File: src/sv/modexp_pkg.sv
// Shared types and constants for the modular exponentiation block.
// Used by the controller, the datapath and the top level; depends on nothing.
package modexp_pkg;

    localparam logic [31:0] MODULUS_RESET = 32'd1000;

    // Register index of the modulus in the configuration map.
    localparam logic REG_MODULUS = 1'b0;

    // Datapath operation codes.
    localparam logic [3:0] DP_NOP   = 4'd0;
    localparam logic [3:0] DP_LOAD  = 4'd1;
    localparam logic [3:0] DP_RED   = 4'd2;
    localparam logic [3:0] DP_RINIT = 4'd3;
    localparam logic [3:0] DP_SQ    = 4'd4;
    localparam logic [3:0] DP_MUL   = 4'd5;
    localparam logic [3:0] DP_DBL   = 4'd6;
    localparam logic [3:0] DP_ADD   = 4'd7;
    localparam logic [3:0] DP_FIN   = 4'd8;
    localparam logic [3:0] DP_ONE   = 4'd9;
    localparam logic [3:0] DP_OUT   = 4'd10;

    typedef struct packed {
        logic [3:0] op;
        logic       exp_shift;
    } cmd_t;

    typedef struct packed {
        logic exp_zero;
        logic exp_msb;
    } sts_t;

endpackage

File: src/sv/modexp_dp.sv
// Datapath of the modular exponentiation block: operand, exponent, accumulator
// registers and one shared modular adder. Depends on modexp_pkg.
module modexp_dp
    import modexp_pkg::*;
#(
    parameter int WORD_BITS = 32
) (
    input  logic                 clk,
    input  cmd_t                 cmd,
    output sts_t                 sts,
    input  logic [WORD_BITS-1:0] modulus,
    input  logic [31:0]          base_value,
    input  logic [31:0]          power,
    output logic [31:0]          residue
);

    localparam int CW = (WORD_BITS < 32) ? WORD_BITS : 32;

    logic [WORD_BITS-1:0] base_reg, base_next;
    logic [WORD_BITS-1:0] exp_reg, exp_next;
    logic [WORD_BITS-1:0] r_reg, r_next;
    logic [WORD_BITS-1:0] a_reg, a_next;
    logic [WORD_BITS-1:0] b_reg, b_next;
    logic [WORD_BITS-1:0] acc_reg, acc_next;
    logic [31:0]          out_reg, out_next;

    logic [WORD_BITS-1:0] add_x, add_y, add_res;
    logic                 add_cin;
    logic [WORD_BITS:0]   sum, sum_red;
    logic                 wrap;
    logic                 b_msb;

    assign wrap  = (modulus == '0);
    assign b_msb = b_reg[WORD_BITS-1];

    // Shared (x + y + cin) mod m; with a zero modulus the sum wraps to the word.
    always_comb
    begin
        add_x   = acc_reg;
        add_y   = acc_reg;
        add_cin = 1'b0;
        case (cmd.op)
            DP_RED:  add_cin = b_msb;
            DP_ADD:  add_y   = a_reg;
            default: add_cin = 1'b0;
        endcase
        sum     = {1'b0, add_x} + {1'b0, add_y} + {{WORD_BITS{1'b0}}, add_cin};
        sum_red = sum - {1'b0, modulus};
        if (!wrap && (sum >= {1'b0, modulus}))
            add_res = sum_red[WORD_BITS-1:0];
        else
            add_res = sum[WORD_BITS-1:0];
    end

    always_comb
    begin
        base_next = base_reg;
        exp_next  = exp_reg;
        r_next    = r_reg;
        a_next    = a_reg;
        b_next    = b_reg;
        acc_next  = acc_reg;
        out_next  = out_reg;
        case (cmd.op)
            DP_LOAD:
            begin
                b_next   = WORD_BITS'(base_value[CW-1:0]);
                exp_next = WORD_BITS'(power[CW-1:0]);
                acc_next = '0;
            end
            DP_RED:
            begin
                acc_next = add_res;
                b_next   = {b_reg[WORD_BITS-2:0], 1'b0};
            end
            DP_RINIT:
            begin
                base_next = acc_reg;
                r_next    = (modulus == WORD_BITS'(1)) ? '0 : WORD_BITS'(1);
            end
            DP_SQ:
            begin
                a_next   = r_reg;
                b_next   = r_reg;
                acc_next = '0;
            end
            DP_MUL:
            begin
                a_next   = r_reg;
                b_next   = base_reg;
                acc_next = '0;
            end
            DP_DBL:  acc_next = add_res;
            DP_ADD:
            begin
                if (b_msb)
                    acc_next = add_res;
                b_next = {b_reg[WORD_BITS-2:0], 1'b0};
            end
            DP_FIN:  r_next   = acc_reg;
            DP_ONE:  r_next   = WORD_BITS'(1);
            DP_OUT:  out_next = 32'(r_reg);
            default: out_next = out_reg;
        endcase
        if (cmd.exp_shift)
            exp_next = {exp_reg[WORD_BITS-2:0], 1'b0};
    end

    always_ff @(posedge clk)
    begin
        base_reg <= base_next;
        exp_reg  <= exp_next;
        r_reg    <= r_next;
        a_reg    <= a_next;
        b_reg    <= b_next;
        acc_reg  <= acc_next;
        out_reg  <= out_next;
    end

    assign sts.exp_zero = (exp_reg == '0);
    assign sts.exp_msb  = exp_reg[WORD_BITS-1];
    assign residue      = out_reg;

endmodule

File: src/sv/modexp_ctrl.sv
// Controller of the modular exponentiation block: sequences the base reduction,
// the square and multiply steps and the output handshake. Depends on modexp_pkg.
module modexp_ctrl
    import modexp_pkg::*;
#(
    parameter int WORD_BITS = 32
) (
    input  logic clk,
    input  logic rst_n,
    input  logic s_tvalid,
    output logic s_tready,
    output logic m_tvalid,
    input  logic m_tready,
    input  sts_t sts,
    output cmd_t cmd
);

    localparam int CNT_W = $clog2(WORD_BITS);
    localparam logic [CNT_W-1:0] CNT_TOP = CNT_W'(WORD_BITS - 1);

    localparam logic [3:0] S_IDLE  = 4'd0;
    localparam logic [3:0] S_CHK   = 4'd1;
    localparam logic [3:0] S_RED   = 4'd2;
    localparam logic [3:0] S_RINIT = 4'd3;
    localparam logic [3:0] S_SQS   = 4'd4;
    localparam logic [3:0] S_DBL   = 4'd5;
    localparam logic [3:0] S_ADD   = 4'd6;
    localparam logic [3:0] S_MFIN  = 4'd7;
    localparam logic [3:0] S_MULS  = 4'd8;
    localparam logic [3:0] S_FIN   = 4'd9;

    logic [3:0]       state_reg, state_next;
    logic [CNT_W-1:0] cnt_reg, cnt_next;
    logic [CNT_W-1:0] ecnt_reg, ecnt_next;
    logic             phase_reg, phase_next;
    logic             ovalid_reg, ovalid_next;

    assign s_tready = (state_reg == S_IDLE);
    assign m_tvalid = ovalid_reg;

    always_comb
    begin
        state_next    = state_reg;
        cnt_next      = cnt_reg;
        ecnt_next     = ecnt_reg;
        phase_next    = phase_reg;
        ovalid_next   = ovalid_reg;
        cmd.op        = DP_NOP;
        cmd.exp_shift = 1'b0;
        if (ovalid_reg && m_tready)
            ovalid_next = 1'b0;
        case (state_reg)
            S_IDLE:
            begin
                if (s_tvalid)
                begin
                    cmd.op     = DP_LOAD;
                    state_next = S_CHK;
                end
            end
            S_CHK:
            begin
                if (sts.exp_zero)
                begin
                    cmd.op     = DP_ONE;
                    state_next = S_FIN;
                end
                else
                begin
                    cnt_next   = CNT_TOP;
                    state_next = S_RED;
                end
            end
            S_RED:
            begin
                cmd.op   = DP_RED;
                cnt_next = cnt_reg - 1'b1;
                if (cnt_reg == '0)
                    state_next = S_RINIT;
            end
            S_RINIT:
            begin
                cmd.op     = DP_RINIT;
                ecnt_next  = CNT_TOP;
                state_next = S_SQS;
            end
            S_SQS:
            begin
                cmd.op     = DP_SQ;
                cnt_next   = CNT_TOP;
                phase_next = 1'b0;
                state_next = S_DBL;
            end
            S_MULS:
            begin
                cmd.op     = DP_MUL;
                cnt_next   = CNT_TOP;
                phase_next = 1'b1;
                state_next = S_DBL;
            end
            S_DBL:
            begin
                cmd.op     = DP_DBL;
                state_next = S_ADD;
            end
            S_ADD:
            begin
                cmd.op   = DP_ADD;
                cnt_next = cnt_reg - 1'b1;
                if (cnt_reg == '0)
                    state_next = S_MFIN;
                else
                    state_next = S_DBL;
            end
            S_MFIN:
            begin
                cmd.op = DP_FIN;
                // After the square, a set exponent bit calls for a multiply by the base.
                if (!phase_reg && sts.exp_msb)
                    state_next = S_MULS;
                else
                begin
                    cmd.exp_shift = 1'b1;
                    ecnt_next     = ecnt_reg - 1'b1;
                    if (ecnt_reg == '0)
                        state_next = S_FIN;
                    else
                        state_next = S_SQS;
                end
            end
            S_FIN:
            begin
                if (!ovalid_reg || m_tready)
                begin
                    cmd.op      = DP_OUT;
                    ovalid_next = 1'b1;
                    state_next  = S_IDLE;
                end
            end
            default: state_next = S_IDLE;
        endcase
    end

    always_ff @(posedge clk or negedge rst_n)
    begin
        if (!rst_n)
        begin
            state_reg  <= S_IDLE;
            cnt_reg    <= '0;
            ecnt_reg   <= '0;
            phase_reg  <= 1'b0;
            ovalid_reg <= 1'b0;
        end
        else
        begin
            state_reg  <= state_next;
            cnt_reg    <= cnt_next;
            ecnt_reg   <= ecnt_next;
            phase_reg  <= phase_next;
            ovalid_reg <= ovalid_next;
        end
    end

endmodule

File: src/sv/modular_exponentiation.sv
// Top level of the modular exponentiation block: modulus register, controller
// and datapath. Depends on modexp_pkg, modexp_ctrl and modexp_dp.
//
//  Channel   Direction  Contents
//  s_*       in         one item: base_value, power
//  m_*       out        one item: residue
//  APB       in/out     modulus register at byte address 0
//
// An item with power zero goes straight to its result. Otherwise the block first
// reduces the base bit by bit and then, for each of the WORD_BITS exponent bits,
// squares and, when the bit is one, multiplies by the base. The run time is set by
// the shift-and-add modular multiply, which handles one multiplier bit with a double
// step and an add step.
// Reset sets the modulus to 1000 and empties the output register. A finished
// result waits in the output register while the next item is accepted.
module modular_exponentiation
    import modexp_pkg::*;
#(
    parameter int WORD_BITS = 32
) (
    input  logic        clk,
    input  logic        rst_n,
    input  logic        s_tvalid,
    output logic        s_tready,
    input  logic [63:0] s_tdata,   // [31:0] base_value, [63:32] power
    output logic        m_tvalid,
    input  logic        m_tready,
    output logic [31:0] m_tdata,   // [31:0] residue
    input  logic        psel,
    input  logic        penable,
    input  logic        pwrite,
    input  logic [2:0]  paddr,
    input  logic [31:0] pwdata,
    output logic [31:0] prdata,
    output logic        pready
);

    localparam int CW = (WORD_BITS < 32) ? WORD_BITS : 32;

    logic [WORD_BITS-1:0] mod_reg, mod_next;
    cmd_t                 cmd;
    sts_t                 sts;

    assign pready = 1'b1;

    always_comb
    begin
        mod_next = mod_reg;
        if (psel && penable && pwrite && (paddr[2] == REG_MODULUS))
            mod_next = WORD_BITS'(pwdata[CW-1:0]);
    end

    always_ff @(posedge clk or negedge rst_n)
    begin
        if (!rst_n)
            mod_reg <= WORD_BITS'(MODULUS_RESET[CW-1:0]);
        else
            mod_reg <= mod_next;
    end

    assign prdata = (paddr[2] == REG_MODULUS) ? 32'(mod_reg) : 32'd0;

    modexp_ctrl #(
        .WORD_BITS (WORD_BITS)
    ) u_ctrl (
        .clk      (clk),
        .rst_n    (rst_n),
        .s_tvalid (s_tvalid),
        .s_tready (s_tready),
        .m_tvalid (m_tvalid),
        .m_tready (m_tready),
        .sts      (sts),
        .cmd      (cmd)
    );

    modexp_dp #(
        .WORD_BITS (WORD_BITS)
    ) u_dp (
        .clk        (clk),
        .cmd        (cmd),
        .sts        (sts),
        .modulus    (mod_reg),
        .base_value (s_tdata[31:0]),
        .power      (s_tdata[63:32]),
        .residue    (m_tdata)
    );

endmodule

File: config.mk
export PLATFORM = sky130hd
export DESIGN_NAME = modular_exponentiation
export DESIGN_NICKNAME = d
export VERILOG_FILES = /design/src/sv/modexp_pkg.sv /design/src/sv/modexp_dp.sv /design/src/sv/modexp_ctrl.sv /design/src/sv/modular_exponentiation.sv
export SDC_FILE = /design/constraint.sdc
export NUM_CORES = 1
export LEC_CHECK = 0
export BUFFER_PORTS_ARGS = -buffer_cell sky130_fd_sc_hd__buf_2
export CAP_MARGIN = 20
export CORE_UTILIZATION = 45
export DETAILED_ROUTE_END_ITERATION = 10
export HOLD_SLACK_MARGIN = 0.1
export PLACE_DENSITY_LB_ADDON = 0.08
export SETUP_SLACK_MARGIN = 0.5
export SLEW_MARGIN = 30
export SYNTH_ARGS = -nofsm -noshare
export SYNTH_HDL_FRONTEND = slang
export SYNTH_SLANG_ARGS = --single-unit
File: constraint.sdc
create_clock -name clk -period 9.5 [get_ports clk]
set_input_delay 1.425 -clock clk [delete_from_list [all_inputs] [get_ports clk]]
set_output_delay 1.425 -clock clk [all_outputs]
set_load 0.05 [all_outputs]
# --- Word-level counts from Yosys, hierarchy flattened ---
# Index checks and enable logic that the tools add are counted.
word_totals:
  regBits: 272
  latchBits: 0
  in_bits: 106
  rom_bits: 0
  ram_bits: 0
  mem_count: 0
op_classes:
  reduce_logical: 32
  n_div: 0
  add_sub_neg: 5
  n_mux: 33
  multipliers: 0
  n_shift: 0
  magnitude_cmp: 1
  bitwise: 1
  eq_ne: 26
op_table:
  columns: ["cell", "count"]
  rows:
  - ["$mux W32", 6]
  - ["$pmux W32 S3", 2]
  - ["$pmux W32 S4", 1]
  - ["$logic_not A32 Y1", 2]
  - ["$pmux W4 S10", 1]
  - ["$pmux W4 S9", 1]
  - ["$add A32 B32 Y33", 1]
  - ["$add A33 B1 Y33", 1]
  - ["$ge A33 B32 Y1", 1]
  - ["$eq A32 B1 Y1 const B", 1]
  - ["$eq A4 B3 Y1 const B", 8]
  - ["$mux W4", 8]
  - ["$sub A32 B32 Y32", 1]
  - ["$eq A4 B4 Y1 const B", 5]
  - ["$eq A4 B2 Y1 const B", 4]
  - ["$pmux W5 S3", 1]
  - ["$logic_not A5 Y1", 2]
  - ["$mux W5", 2]
  - ["$pmux W5 S2", 1]
  - ["$reduce_or A2 Y1", 5]
  - ["$sub A5 B1 Y5 const B", 2]
  - ["$reduce_bool A3 Y1", 3]
  - ["$eq A4 B1 Y1 const B", 2]
  - ["$mux W1", 8]
  - ["14 further kinds", 29]

# --- Longest topological paths before layout ---
# Gate-level depths: netlist of run 1.
depth:
  ltp_word: 13
  mapped_depth: 29
  mapped_depth_nobuf: 24

# --- By module ---
# From an unflattened synthesis of run 1, not the netlist that was laid out.
unflattened:
  cells_unflattened: 1368
  area_unflattened_um2: 15348.5
by_module_without_submodules:
  columns: ["module", "area_each_um2", "cells_per_inst", "n_inst"]
  rows:
  - ["modexp_dp", 12789.8, 1149, 1]
  - ["modular_exponentiation", 1561.5, 105, 1]
  - ["modexp_ctrl", 997.2, 114, 1]

# --- Worst setup path after synthesis of run 1 ---
# OpenSTA, ideal clock, no wires.
synth_timing:
  kind: "register to register"
  from: "register u_ctrl.state_reg[1]"
  to: "register u_dp.acc_reg[2], data pin"
  arrival_ns: 5.975
  setup_time_ns: 0.266
  slack_ns: 3.259
  required_ns: 9.234
  synth_period_minus_slack_ns: 6.241
  stages_incl_launch_ff: 30
  path_cell_list: "dfrtp_1 clkbuf_1 nand2b_1 nor2_1 and2_1 clkbuf_1 buf_1 mux2_2 fa_1 fa_1 a211oi_1 o21ai_0 nand3_1 a21oi_2 o21ai_0 a21oi_1 or3_1 and2_1 ha_1 and4_1 and3_1 a41oi_1 o21ai_0 a21oi_1 a211oi_1 a211oi_2 buf_6 buf_12 mux2i_1 nor2_1"
synth_between:
  elab_chain_len: 11
  elab_cells_between_ends: 29
  cone_classes: "3 x add/sub; 1 x order compare; 15 x eq/ne; 6 x mux; 4 x reduce/logical"
synth_rtl:
  columns: ["item", "line", "text"]
  rows:
  - ["start: declaration", "modexp_ctrl.sv:32", "logic [3:0] state_reg, state_next;"]
  - ["start signal: assignment", "modexp_ctrl.sv:156", "state_reg <= state_next;"]
  - ["$eq A4 B4 Y1, or another cell as far along", "modexp_ctrl.sv:52", "case (state_reg)"]
  - ["$pmux W4 S10 (*)", "modexp_ctrl.sv:52", null]
  - ["$eq A4 B3 Y1", "modexp_dp.sv:42, modexp_dp.sv:64", null]
  - ["$mux W32", "modexp_dp.sv:42", "case (cmd.op)"]
  - ["$add A32 B32 Y33", "modexp_dp.sv:47", "sum = {1'b0, add_x} + {1'b0, add_y} + {{WORD_BITS{1'b0}}, add_cin};"]
  - ["$add A33 B1 Y33", "modexp_dp.sv:47", null]
  - ["$ge A33 B32 Y1", "modexp_dp.sv:49", "if (!wrap && (sum >= {1'b0, modulus}))"]
  - ["$logic_and A1 B1 Y1", "modexp_dp.sv:49", null]
  - ["$mux W32", "modexp_dp.sv:49", null]
  - ["$mux W32", "modexp_dp.sv:96", "if (b_msb)"]
  - ["$pmux W32 S3 (*)", "modexp_dp.sv:64", "case (cmd.op)"]
  - ["end signal: assignment", "modexp_dp.sv:116", "acc_reg <= acc_next;"]
  - ["end: declaration", "modexp_dp.sv:24", "logic [WORD_BITS-1:0] acc_reg, acc_next;"]
# Mark *: on every way between the ends. The rest lies on a longest branch, timed or not. The select of a mux whose other input is x is not followed.
# A chain may end at the register's enable or synchronous reset.

# --- Worst setup path after layout of run 1 ---
layout_timing:
  from: "register u_ctrl.state_reg[1]"
  to: "register u_dp.acc_reg[23], data pin"
# Same word-level chain as after synthesis.

==> results of run 1 <==
layout by cell type, fill, tap and decap left out, types with 18 or more instances in the layout:
cell / netlist / routed
edfxtp_1: 223 / 223
buf_2: 0 / 169
nand2_1: 105 / 105
nor2_1: 104 / 102
a21oi_1: 85 / 85
ha_1: 66 / 66
mux2_2: 65 / 65
inv_1: 60 / 60
o21ai_0: 53 / 52
dfrtp_1: 42 / 42
and2_1: 37 / 36
xnor2_1: 31 / 31
a22o_1: 31 / 31
clkbuf_16: 0 / 31
a21o_1: 24 / 24
mux2i_1: 24 / 24
nand3_1: 22 / 22
nor4_1: 20 / 20
xor2_1: 20 / 20
nor3_1: 20 / 19
a222oi_1: 18 / 18
buf_4: 1 / 18
metal layers:
metal / vias up / GRT usage [%] / wire (um)
met4: 0 / 5.43 / 675
met2: 351 / 31.4 / 15200
li1: 5156 / - / -
met5: - / 0 / 0
met3: 44 / 2.76 / 2090
met1: 5042 / 34.2 / 18800
through the flow:
| stage | instance area, um^2 | setup WS (ps) | std cells |
|---|---|---|---|
| 3_5_place_dp | 16000 | 1890 | 1857 |
| 6_report | 17000 | 1840 | 1913 |
| 4_1_cts | 17000 | 1850 | 1913 |
| 5_1_grt | 17000 | 1310 | 1913 |
| 2_1_floorplan | 14700 | 3260 | 1290 |
| 3_3_place_gp | 16000 | 1950 | 1857 |
cells by family after synthesis:
kind of cell | count (synthesis) | share of synthesized area, %
AO/OA/AOI/OAI | 317 | 14.9
XOR/XNOR | 51 | 3.03
adder cells (fa/ha/maj) | 69 | 6.02
buffers and inverters | 115 | 3.28
flip-flops | 272 | 53.8
multiplexers | 89 | 6.60
other | 1 | 0.0255
AND/OR/NAND/NOR | 376 | 12.3
how the worst max path moves through the flow:
| stage | from | to | slack, ps | depth (start not counted) |
|---|---|---|---|---|
| after detailed placement | u_ctrl.state_reg[1]$_DFFE_PN0P_ | u_dp.acc_reg[23]$_SDFFCE_PN0P_ | 1890 | 24 |
| after CTS | u_ctrl.state_reg[1]$_DFFE_PN0P_ | u_dp.acc_reg[23]$_SDFFCE_PN0P_ | 1850 | 24 |
| after global placement | u_ctrl.state_reg[1]$_DFFE_PN0P_ | u_dp.acc_reg[23]$_SDFFCE_PN0P_ | 1950 | 24 |
| after global routing | u_ctrl.state_reg[1]$_DFFE_PN0P_ | u_dp.acc_reg[23]$_SDFFCE_PN0P_ | 1310 | 24 |
| after floorplan | u_ctrl.state_reg[1]$_DFFE_PN0P_ | u_dp.acc_reg[2]$_SDFFCE_PN0P_ | 3260 | 29 |
| final | u_ctrl.state_reg[1]$_DFFE_PN0P_ | u_dp.acc_reg[23]$_SDFFCE_PN0P_ | 1840 | 24 |
worst max-delay path: cells and delay by family, from the launching register on:
kind                     cells  cell delay [ps]
multiplexers                 2              780
adder cells (fa/ha/maj)      3             1290
AND/OR/NAND/NOR              6             1460
XOR/XNOR                     1              260
AO/OA/AOI/OAI               11             2390
flip-flops                   1              660
buffers and inverters        1              500
final cells by class:
class	count	area [um^2]
tap	435	544
clock inverter	18	139
inverter	60	225
sequential	272	7930
fill	2843	14900
clock buffer	38	822
timing repair buffer	187	981
multi-input combinational	903	6360
==> results_dict.tcl, run 1 <==
set metrics [dict create \
    grt_pass1_vias 10300 \
    hold_slack_ps 483 \
    post-route-period-util_pct 80.6 \
    path_common_cell "o21ai_0" \
    setup_viol_count_final 0 \
    hp-start "u_dp.exp_reg[0]$_SDFFE_PP0N_" \
    cts_tree "yes" \
    synthMostInstantiatedCell "edfxtp_1" \
    synth_cell_types 79 \
    diodes 0 \
    die_h_um 183 \
    area_growth_pct 15.4 \
    nets 1629 \
    die_area_um2 33500 \
    netlist_area_um2 14700 \
    cp.arrival_ps 7950 \
    antenna_found_initial 0 \
    dr.pass1.iters 5 \
    cts_hold_buffers 0 \
    ctsResizeCount 0 \
    synth_common_cells "edfxtp_1, nand2_1, nor2_1, a21oi_1, ha_1" \
    worst_slew_pin_slew_ps 758 \
    portBuffers 169 \
    fin_crit_ps 7660 \
    cts-buffers-inserted 30 \
    netlist_instances 1290 \
    rsz0062_at_grt "false" \
    drc 0 \
    path_cells "nand2b_1 -> nor2_1 -> and2_1 -> mux2_2 -> fa_1 -> fa_1 -> a211oi_1 -> o21ai_0 -> nand3_1 -> a21oi_2 -> o21ai_0 -> nand2_1 -> xor2_1 -> ha_1 -> a21o_1 -> a21o_1 -> a21oi_1 -> o21ai_0 -> a31oi_4 -> a211oi_1 -> a211oi_4 -> buf_4 -> mux2i_1 -> nor2_1" \
    min_path_type "reg -> reg" \
    postRouteAntennaNets 0 \
    grt-ovfl-total 0 \
    cts_root_buf "clkbuf_16" \
    io_pins 173 \
    yosysWarnings 0 \
    rows 65 \
    insertion_delay_ps 550 \
    r2r_start "u_ctrl.state_reg[1]$_DFFE_PN0P_" \
    wl_um 36700 \
    r2r_end "u_dp.acc_reg[23]$_SDFFCE_PN0P_" \
    slowest_delay_ps 660 \
    slew_violations 0 \
    grt_pass1_wl_um 56900 \
    core_area_um2 31900 \
    track_usage_pct 21.7 \
    drive_gt1_share_pct 22.1 \
    r2r_slack_ps 1840 \
    fmax_mhz 131 \
    relSlewSlack_pct 49.5 \
    reg2reg_depth 24 \
    cts_sinks 272 \
    ys.flop_type "edfxtp_1" \
    chipWidth_um 183 \
    grt_max_degree 62 \
    routed_via_density 5.54 \
    finish.utilization_pct 53.3 \
    synth_edf_count 223 \
    avgSynthCellArea_um2 11.4 \
    netlist_top_cells_area "edfxtp_1, dfrtp_1, ha_1" \
    setup-tns-final_ps 0 \
    synth_fp_nets 1465 \
    drt-initial-drc-count 825 \
    min_to "u_dp.exp_reg[0]$_SDFFE_PP0N_" \
    htreeDepth 1 \
    async_flop_share_pct 17.6 \
    synth_top_area_share_pct 45.5 \
    clock_path_buffers 3 \
    crit_fanout 39 \
    hold_viol 0 \
    seq_area_frac_synth_pct 53.8 \
    status "complete, no violations" \
    worst_setup_path_start_kind "register" \
    gp_congestion 0.884 \
    initial_utilization_pct 46.2 \
    hold_depth 2 \
    slowest_stage "dfrtp_1" \
    required_ps 9790 \
    skew_ps 14.4 \
    cts_setup_buffers 0 \
    hpwl_um 26200 \
    cp-end-kind "register" \
    cap_viol_max_count 0 \
    synth-seq-cells 272 \
    routedWlPerCell_um 19.2 \
    clk_pin_slew_worst_paths_ps 60 \
    vias 10600 \
    crit_type "reg -> reg" \
    yosys.area.top_type "edfxtp_1" \
]
Power of run 1 is left out: the tool's default activity adds up to more than one toggle a clock period on the data nets, which glitch-free logic cannot reach.
==> run 2, diff against run 1 <==
==> constraint.sdc (replaced) <==
create_clock -name clk -period 7.2 [get_ports clk]
set_input_delay 1.08 -clock clk [delete_from_list [all_inputs] [get_ports clk]]
set_output_delay 1.08 -clock clk [all_outputs]
set_load 0.05 [all_outputs]
==> run 2 against run 1 <==
  * Critical path depth unchanged
  * Clock skew up 2.1 ps
  * Register-to-register slack worse by 990 ps
  * Hold slack about the same
  * Setup slack worse by 990 ps
  * Cell count up 0.47%
  * Non-clock buffer count up 7
  * Die area unchanged
  * Core utilization up 0.69 points
  * Largest cell class unchanged
  * Highest routed layer unchanged
==> results_dict.tcl, run 2 (synthesis results as in run 1) <==
set metrics [dict create \
    core_area_um2 31900 \
    grt_pass1_wl_um 57100 \
    cap_viol_max_count 0 \
    io_pins 173 \
    hold_slack_ps 484 \
    setup_viol_count_final 0 \
    cp-end-kind "register" \
    skew_ps 16.5 \
    post-route-period-util_pct 88.3 \
    postRouteAntennaNets 0 \
    nets 1637 \
    dr.pass1.iters 8 \
    hpwl_um 26200 \
    cts-buffers-inserted 31 \
    drive_gt1_share_pct 23.6 \
    die_area_um2 33500 \
    worst_slew_pin_slew_ps 884 \
    antenna_found_initial 0 \
    multi_input_area_um2 6370 \
    crit_type "reg -> reg" \
    initial_utilization_pct 46.2 \
    hold_viol 0 \
    slew_violations 0 \
    fin_crit_ps 6360 \
    placedCellCount 1863 \
    wl_um 36600 \
    vias 10600 \
    chipWidth_um 183 \
    portBuffers 169 \
    area_growth_pct 16.9 \
    rsz0062_at_grt "true" \
    cts_tree "yes" \
    required_ps 7630 \
    grt_pass1_vias 10200 \
    final_cell_mix "edfxtp_1, buf_2, nand2_1" \
    setup-tns-final_ps 0 \
    final_common_cell "edfxtp_1" \
    cts_sinks 272 \
    rows 65 \
    min_path_type "reg -> reg" \
    worst_setup_path_start_kind "register" \
    clk_pin_slew_worst_paths_ps 70 \
    insertion_delay_ps 580 \
    routedWlPerCell_um 19.0 \
    diodes 0 \
    track_usage_pct 21.9 \
    place_area_um2 16100 \
    cts_root_buf "clkbuf_16" \
    fmax_mhz 157 \
    die_h_um 183 \
    crit_fanout 36 \
    seqCellArea_um2 7930 \
    gp_congestion 0.878 \
    fin_cells 1922 \
    relSlewSlack_pct 41.1 \
    cts_hold_buffers 0 \
    routed_via_density 5.53 \
    grt-ovfl-total 0 \
    drc 0 \
    cp.arrival_ps 6780 \
    drt-initial-drc-count 853 \
    grt_max_degree 62 \
    final_area_um2 17200 \
    status "complete, no violations" \
    num-fill-cells 2883 \
    htreeDepth 1 \
    clock_path_buffers 3 \
]
==> run 2: cell count changes in the layout (fill, tap and decap cells not counted), moves of 2 or more <==
cell | before | now
buf_4 | 18 | 24
clkinv_4 | 1 | 4
clkinvlp_4 | 1 | 4
bufinv_16 | 2 | 6
a211oi_1 | 11 | 9
clkinv_2 | 4 | 6
a211oi_2 | 0 | 2
clkbuf_1 | 5 | 2
o21ai_2 | 0 | 2
clkinv_1 | 9 | 3
==> run 2: critical path, stage by stage, from the launching register on <==
cell and delay (ps):
dfrtp_1 370, nand2b_1 160, nor2_1 140, and2_2 220, buf_4 200, mux2_2 380
ha_1 300, a211oi_1 310, nor4_1 140, or2_2 330, or3_1 390, a21o_1 190
a21oi_1 160, xnor2_1 130, ha_1 390, and3_1 240, and3_1 210, nand2_1 70
o221ai_2 350, a31oi_4 200, a211oi_2 400, a211oi_4 70, buf_12 200, or3b_2 480
a21oi_1 150
==> run 2: path summary, 6_finish.rpt <==
path | startpoint | slack (ps) | endpoint | cells past startpoint
max | u_ctrl.state_reg[0]$_DFFE_PN0P_ | 840 | u_dp.acc_reg[11]$_SDFFCE_PN0P_ | 24
min | u_dp.r_reg[19]$_DFFE_PP_ | 480 | u_dp.a_reg[19]$_DFFE_PP_ | 0
max reg2reg | u_ctrl.state_reg[0]$_DFFE_PN0P_ | 840 | u_dp.acc_reg[11]$_SDFFCE_PN0P_ | 24
min reg2reg | u_dp.r_reg[19]$_DFFE_PP_ | 480 | u_dp.a_reg[19]$_DFFE_PP_ | 0
max in group asynchronous | rst_n | 6080 | mod_reg[18]$_DFFE_PN0P_ | 2
min in group asynchronous | rst_n | 630 | u_ctrl.ecnt_reg[4]$_DFFE_PN0P_ | 2
==> run 2: timing repair <==
| action | in CTS | in global routing |
|---|---|---|
| setup endpoints to repair | 0 | 31 |
| setup buffers | 0 | 1 |
| resized for setup | 0 | 7 |
==> run 2: final cells by class <==
cell class	count	area share (%)
clock buffers	34	4.63
clock inverters	24	1.78
inverters	60	1.31
multi-input cells	903	37.0
flip-flops and latches	272	46.0
well taps	435	3.16
repair buffers	194	6.07
==> run 2: layer usage <==
metal | wire length, um | vias to the layer above | track usage [%]
met2 | 15200 | 340 | 32.0
met1 | 18300 | 5034 | 33.5
met4 | 1070 | 0 | 7.03
li1 | - | 5188 | -
met3 | 2040 | 64 | 2.72
met5 | 0 | - | 0
==> run 2: per-stage QoR <==
stage	setup slack, ps	utilization [%]
global placement	707	50.5
CTS	653	53.9
global route	497	54.0
finish	844	54.0
floorplan	959	-
detailed placement	696	50.5
Power of run 2 is left out for the same reason.
